### config.mk
export PLATFORM = sky130hd
export DESIGN_NAME = max_priority_queue
export DESIGN_NICKNAME = d
export VERILOG_FILES = /design/src/sv/mpq_pkg.sv /design/src/sv/mpq_store.sv /design/src/sv/mpq_ctrl.sv /design/src/sv/max_priority_queue.sv
export SDC_FILE = /design/constraint.sdc
export NUM_CORES = 1
export LEC_CHECK = 0
export BUFFER_PORTS_ARGS = -buffer_cell sky130_fd_sc_hd__buf_2
export CAP_MARGIN = 20
export CORE_AREA = 2 2 267 269
export CTS_CLUSTER_SIZE = 28
export DETAILED_ROUTE_END_ITERATION = 7
export DIE_AREA = 0 0 269 271
export PLACE_DENSITY = 0.43
export SLEW_MARGIN = 40
export SYNTH_ARGS = -nofsm -noshare
export SYNTH_HDL_FRONTEND = slang
export SYNTH_SLANG_ARGS = --single-unit
### constraint.sdc
create_clock -name clk -period 7.3 [get_ports clk]
set_clock_uncertainty 0.15 [all_clocks]
set_input_delay 1.46 -clock clk [delete_from_list [all_inputs] [get_ports clk]]
set_output_delay 1.46 -clock clk [all_outputs]
set_load 0.02 [all_outputs]
### src/sv/mpq_pkg.sv
// Package for the max priority queue: beat structs, stored entry layout,
// command and status codes. No dependencies.
package mpq_pkg;

    // Command codes of an input beat.
    localparam logic CMD_INSERT  = 1'b0;
    localparam logic CMD_EXTRACT = 1'b1;

    // Status codes of a result beat.
    localparam logic [1:0] ST_OK    = 2'd0;
    localparam logic [1:0] ST_EMPTY = 2'd1;
    localparam logic [1:0] ST_FULL  = 2'd2;

    // Width of the occupancy field of a result beat.
    localparam int OCC_W = 5;

    // One stored entry: character over signed priority.
    typedef struct packed {
        logic [7:0]         ch;
        logic signed [15:0] prio;
    } entry_t;

    // Input beat.
    typedef struct packed {
        logic               command;
        logic [7:0]         item_char;
        logic signed [15:0] priority_req;
    } req_t;

    // Result beat.
    typedef struct packed {
        logic [1:0]         status;
        logic [7:0]         out_char;
        logic signed [15:0] out_priority;
        logic [OCC_W-1:0]   occupancy;
    } rsp_t;

endpackage

### src/sv/mpq_store.sv
// Entry store of the max priority queue: one write port, one read port,
// registered read data. Depends on mpq_pkg for the entry layout.
module mpq_store #(
    parameter int DEPTH = 16,
    parameter int AW    = $clog2(DEPTH)
) (
    input  logic            clk,
    input  logic            wr_en,
    input  logic [AW-1:0]   wr_addr,
    input  mpq_pkg::entry_t wr_data,
    input  logic            rd_en,
    input  logic [AW-1:0]   rd_addr,
    output mpq_pkg::entry_t rd_data
);

    mpq_pkg::entry_t mem_reg [DEPTH];
    mpq_pkg::entry_t rd_data_reg;

    // Write port.
    always_ff @(posedge clk)
    begin
        if (wr_en)
        begin
            mem_reg[wr_addr] <= wr_data;
        end
    end

    // Registered read port.
    always_ff @(posedge clk)
    begin
        if (rd_en)
        begin
            rd_data_reg <= mem_reg[rd_addr];
        end
    end

    assign rd_data = rd_data_reg;

endmodule

### src/sv/mpq_ctrl.sv
// Sequencer of the max priority queue: insert, maximum scan and compaction
// over the entry store. Depends on mpq_pkg; drives mpq_store.
module mpq_ctrl #(
    parameter int DEPTH = 16,
    parameter int AW    = $clog2(DEPTH),
    parameter int CW    = $clog2(DEPTH + 1)
) (
    input  logic            clk,
    input  logic            rst_n,
    input  logic            start,
    input  mpq_pkg::req_t   req,
    output logic            busy,
    output logic            res_valid,
    output mpq_pkg::rsp_t   res,
    output logic            wr_en,
    output logic [AW-1:0]   wr_addr,
    output mpq_pkg::entry_t wr_data,
    output logic            rd_en,
    output logic [AW-1:0]   rd_addr,
    input  mpq_pkg::entry_t rd_data
);

    localparam logic [1:0] S_IDLE  = 2'd0;
    localparam logic [1:0] S_SCAN  = 2'd1;
    localparam logic [1:0] S_SHIFT = 2'd2;

    logic [1:0]      state_reg, state_next;
    logic [CW-1:0]   count_reg, count_next;
    logic [AW-1:0]   ptr_reg, ptr_next;
    logic [AW-1:0]   best_idx_reg, best_idx_next;
    mpq_pkg::entry_t best_reg, best_next;
    logic            first_reg, first_next;

    logic [CW-1:0]             count_m1;
    logic [AW-1:0]             last_idx;
    logic                      take;
    mpq_pkg::entry_t           cur_best;
    logic [AW-1:0]             cur_idx;
    logic [CW+mpq_pkg::OCC_W-1:0] count_wide;

    assign count_m1 = count_reg - 1'b1;
    assign last_idx = count_m1[AW-1:0];

    // Running maximum: the first word read is the newest entry; later ones
    // replace it only when strictly greater, so the newest of equals stays.
    assign take     = first_reg || (rd_data.prio > best_reg.prio);
    assign cur_best = take ? rd_data : best_reg;
    assign cur_idx  = take ? ptr_reg : best_idx_reg;

    assign busy = (state_reg != S_IDLE);

    // Next state and memory access.
    always_comb
    begin
        state_next    = state_reg;
        count_next    = count_reg;
        ptr_next      = ptr_reg;
        best_idx_next = best_idx_reg;
        best_next     = best_reg;
        first_next    = first_reg;
        wr_en         = 1'b0;
        wr_addr       = ptr_reg - 1'b1;
        wr_data       = rd_data;
        rd_en         = 1'b0;
        rd_addr       = ptr_reg;
        res_valid     = 1'b0;
        res.status    = mpq_pkg::ST_OK;
        res.out_char  = '0;
        res.out_priority = '0;

        unique case (state_reg)
            S_IDLE:
            begin
                if (start)
                begin
                    if (req.command == mpq_pkg::CMD_INSERT)
                    begin
                        res_valid = 1'b1;
                        if (count_reg == CW'(DEPTH))
                        begin
                            res.status = mpq_pkg::ST_FULL;
                        end
                        else
                        begin
                            wr_en        = 1'b1;
                            wr_addr      = count_reg[AW-1:0];
                            wr_data.ch   = req.item_char;
                            wr_data.prio = req.priority_req;
                            count_next   = count_reg + 1'b1;
                        end
                    end
                    else if (count_reg == '0)
                    begin
                        res_valid  = 1'b1;
                        res.status = mpq_pkg::ST_EMPTY;
                    end
                    else
                    begin
                        // Start the scan at the newest entry.
                        rd_en      = 1'b1;
                        rd_addr    = last_idx;
                        ptr_next   = last_idx;
                        first_next = 1'b1;
                        state_next = S_SCAN;
                    end
                end
            end

            S_SCAN:
            begin
                first_next    = 1'b0;
                best_next     = cur_best;
                best_idx_next = cur_idx;
                if (ptr_reg == '0)
                begin
                    if (cur_idx == last_idx)
                    begin
                        // Maximum is the newest entry: nothing to close up.
                        res_valid        = 1'b1;
                        res.out_char     = cur_best.ch;
                        res.out_priority = cur_best.prio;
                        count_next       = count_m1;
                        state_next       = S_IDLE;
                    end
                    else
                    begin
                        rd_en      = 1'b1;
                        rd_addr    = cur_idx + 1'b1;
                        ptr_next   = cur_idx + 1'b1;
                        state_next = S_SHIFT;
                    end
                end
                else
                begin
                    rd_en    = 1'b1;
                    rd_addr  = ptr_reg - 1'b1;
                    ptr_next = ptr_reg - 1'b1;
                end
            end

            S_SHIFT:
            begin
                // Move the word read last cycle one slot toward the oldest end.
                wr_en = 1'b1;
                if (ptr_reg == last_idx)
                begin
                    res_valid        = 1'b1;
                    res.out_char     = best_reg.ch;
                    res.out_priority = best_reg.prio;
                    count_next       = count_m1;
                    state_next       = S_IDLE;
                end
                else
                begin
                    rd_en    = 1'b1;
                    rd_addr  = ptr_reg + 1'b1;
                    ptr_next = ptr_reg + 1'b1;
                end
            end

            default:
            begin
                state_next = S_IDLE;
            end
        endcase

        // Occupancy after this command, masked to the field width.
        count_wide    = (CW + mpq_pkg::OCC_W)'(count_next);
        res.occupancy = count_wide[mpq_pkg::OCC_W-1:0];
    end

    // Control registers.
    always_ff @(posedge clk or negedge rst_n)
    begin
        if (!rst_n)
        begin
            state_reg <= S_IDLE;
            count_reg <= '0;
        end
        else
        begin
            state_reg <= state_next;
            count_reg <= count_next;
        end
    end

    // Scan registers.
    always_ff @(posedge clk)
    begin
        ptr_reg      <= ptr_next;
        best_idx_reg <= best_idx_next;
        best_reg     <= best_next;
        first_reg    <= first_next;
    end

endmodule

### src/sv/max_priority_queue.sv
// Top level of the max priority queue: entry store, sequencer, result register.
// Depends on mpq_pkg, mpq_store and mpq_ctrl.
//
// A bounded priority queue of up to DEPTH (character, signed priority) entries.
// A command beat is taken at a clock edge with start high and busy low. Every
// command gives exactly one result beat, shown for one cycle with done high;
// the receiver cannot stall it. The result of an insert shows in the next
// cycle, with busy staying low. An extract of n held entries walks the store
// from newest to oldest, one read a cycle through the single read port, then
// closes the gap behind the removed entry one word a cycle; busy stays high
// until it is through, and the result is registered from its last step. On
// equal priorities the newest entry is removed.
module max_priority_queue #(
    parameter int DEPTH = 16
) (
    input  logic          clk,
    input  logic          rst_n,
    input  logic          start,
    input  mpq_pkg::req_t req,
    output logic          busy,
    output logic          done,
    output mpq_pkg::rsp_t rsp
);

    localparam int AW = $clog2(DEPTH);
    localparam int CW = $clog2(DEPTH + 1);

    logic            wr_en;
    logic [AW-1:0]   wr_addr;
    mpq_pkg::entry_t wr_data;
    logic            rd_en;
    logic [AW-1:0]   rd_addr;
    mpq_pkg::entry_t rd_data;
    logic            res_valid;
    mpq_pkg::rsp_t   res;
    logic            done_reg;
    mpq_pkg::rsp_t   rsp_reg;

    mpq_store #(
        .DEPTH (DEPTH),
        .AW    (AW)
    ) u_store (
        .clk     (clk),
        .wr_en   (wr_en),
        .wr_addr (wr_addr),
        .wr_data (wr_data),
        .rd_en   (rd_en),
        .rd_addr (rd_addr),
        .rd_data (rd_data)
    );

    mpq_ctrl #(
        .DEPTH (DEPTH),
        .AW    (AW),
        .CW    (CW)
    ) u_ctrl (
        .clk       (clk),
        .rst_n     (rst_n),
        .start     (start),
        .req       (req),
        .busy      (busy),
        .res_valid (res_valid),
        .res       (res),
        .wr_en     (wr_en),
        .wr_addr   (wr_addr),
        .wr_data   (wr_data),
        .rd_en     (rd_en),
        .rd_addr   (rd_addr),
        .rd_data   (rd_data)
    );

    // Result strobe.
    always_ff @(posedge clk or negedge rst_n)
    begin
        if (!rst_n)
        begin
            done_reg <= 1'b0;
        end
        else
        begin
            done_reg <= res_valid;
        end
    end

    // Result payload.
    always_ff @(posedge clk)
    begin
        if (res_valid)
        begin
            rsp_reg <= res;
        end
    end

    assign done = done_reg;
    assign rsp  = rsp_reg;

endmodule

==> reports/results.ini <==
[sta]
setup_tns_ns = 0
period_share_pct = 83.6
slew_violations = 0
hold_viol_final = 0
fmax_ghz = 0.164
finalSetupViolations = 0
fin_crit_ns = 6.10
worst_slew_pin_slew_ns = 0.873
maxSlewHeadroom_pct = 41.6
holdWs_ns = 0.454
grt_setup_unrepaired = no

[synth]
syn-instance-count = 1244
synth_seq_cells = 480
synth_cell_types = 59
synth.avg_cell_area_um2 = 16.1
yosys_warnings = 0
syn_area_um2 = 20100
yosysSeqAreaShare_pct = 71.4
synth_nets = 1298
synth_edf_count = 468
synth_top_flop_cell = edfxtp_1
ys_async_sr_fraction_pct = 1.67

[final_layout]
fin_area_um2 = 23800
layout_commonest_cell = edfxtp_1
final-seq-area_um2 = 14300
num-nets-final = 1401
drive_above_1_share_pct = 19.6
fillerInstances = 6703
layout_common_cells = edfxtp_1, mux2i_1, o22ai_1, buf_2, nand2_1
largest_register_ffs = 384
multi_input_area_um2 = 5450
num_antenna_cells = 0
syn_to_final_growth_pct = 18.4
fin_cells = 2330

[route]
viasPerCell = 4.78
routed_wl_um = 55400
ant_nets = 0
avgRoutedWirePerCell_um = 23.8
drtPass1Iterations = 5
drc = 0
drt_iter0_drc = 806
dr_total_vias = 11100

[floorplan]
start_util_pct = 28.8
die_area_um2 = 72900
core_um2 = 69800
fp.dieH_um = 271
die_w_um = 269
num_rows = 97
io_pins = 61

[clocking]
ctsHoldBuffers = 0
cts_sinks = 480
cts_tree = built
clk_latency_ns = 0.61
cts_inserted_buffers = 53
cts_buffer_depth = 3
htreeDepth = 2
cts_resized = 0
cts_root_buf = clkbuf_16
postCtsSetupBuffers = 0
path_clk_slew_ns = 0.06

[placed_design]
placed_cell_area_um2 = 22000
placed_cells_incl_taps = 2230
portBuffers = 60
place_congestion = 0.786
dp_hpwl_um = 34600

[run_status]
outcome = finished, final reports clean

[grt]
grt_overflow = 0
grt_max_degree = 55
antenna_found_initial = 1
grt_pass1_wl_um = 79900
track_usage_pct = 15.2
first_global_vias = 11100

[min_path]
hold_class = reg2reg

[worst_setup_path]
crit_arrival_ns = 6.27
required_ns = 7.47
cp-start-kind = flip-flop
worstSetupEndpointType = flip-flop
worstPathMaxFanout = 12
crit_type = reg2reg

[run]
maxCapViolations = 0

-- synthesized netlist by cell type, drive strengths merged, types with 4 or more instances --
cell / number / area [um^2]
ha: 26 / 325
xnor2: 9 / 78.8
nand3: 35 / 175
edfxtp: 468 / 14100
inv: 34 / 128
nand2: 56 / 210
mux2i: 196 / 1960
o22ai: 96 / 601
nor2b: 4 / 25.0
nand4: 5 / 31.3
nor3: 10 / 50.1
nand3b: 4 / 30.0
buf: 29 / 221
o21ai: 19 / 95.1
nor2: 28 / 105
clkbuf: 38 / 143
xor2: 5 / 43.8
a21oi: 17 / 85.1
a21boi: 25 / 191
or4: 26 / 199
a21o: 4 / 30.0
a31oi: 9 / 56.3
mux2: 49 / 559
dfrtp: 8 / 200
dfxtp: 4 / 80.1
-- cell families (layout without fill, tap and decap cells) --
| kind of cell | count (synthesis) | in the layout | share of synthesized area [%] |
|---|---|---|---|
| flip-flops | 480 | 480 | 71.4 |
| XOR/XNOR | 15 | 15 | 0.723 |
| adder cells (fa/ha/maj) | 26 | 26 | 1.62 |
| buffers and inverters | 101 | 247 | 2.45 |
| multiplexers | 245 | 245 | 12.6 |
| AO/OA/AOI/OAI | 192 | 192 | 6.46 |
| AND/OR/NAND/NOR | 185 | 185 | 4.76 |
-- metal layers --
metal | track usage [%] | part of all wire, % | vias up
met1 | 20.9 | 46 | 5735
met4 | 4.20 | 2.0 | 0
met5 | 0 | 0 | -
li1 | - | - | 5109
met3 | 2.04 | 3.8 | 71
met2 | 25.1 | 49 | 215
-- critical path, stage by stage (launching register included) --
cell and delay (ns):
edfxtp_1 0.47, ha_1 0.37, a41o_1 0.25, a21oi_1 0.21
o32ai_1 0.12, or4_1 0.53, o311ai_4 0.19, buf_4 0.30
mux2i_1 0.28, inv_1 0.11, ha_1 0.22, xnor2_1 0.21
o21ai_0 0.10, a2bb2oi_1 0.56, or3_1 0.77, buf_4 0.30
o22ai_1 0.13, or4_1 0.54
-- area by class of cell --
class                      count  area share [%]
multi-input combinational    663            22.9
inverter                      34           0.537
tap                          940            4.95
clock buffer                  68            5.91
sequential                   480            60.3
clock inverter                30            1.28
timing repair buffer         115            4.08
-- per-stage QoR --
stage          utilization (%)  worst slack [ns]
2_1_floorplan                -              1.92
3_3_place_gp              31.1             0.949
3_5_place_dp              31.5              1.13
4_1_cts                   34.0              1.10
5_1_grt                   34.1             0.869
6_report                  34.1              1.20
-- final timing paths --
path / cells after the start / slack [ns] / endpoint / from
hold reg to reg: 1 / 0.45 / u_ctrl.best_reg[18] / u_ctrl.best_reg[18]
setup reg to reg: 17 / 1.20 / u_store.rd_data[9] / u_store.rd_data[7]
setup / recovery: 17 / 1.20 / u_store.rd_data[9] / u_store.rd_data[7]
min in group asynchronous: 1 / 0.56 / u_ctrl.count_reg[4] / rst_n
hold / removal: 1 / 0.45 / u_ctrl.best_reg[18] / u_ctrl.best_reg[18]
max in group asynchronous: 1 / 6.25 / done / rst_n
Power is not shown: default switching activity piles up to over one toggle a cycle in this logic, so the estimate is an artifact.
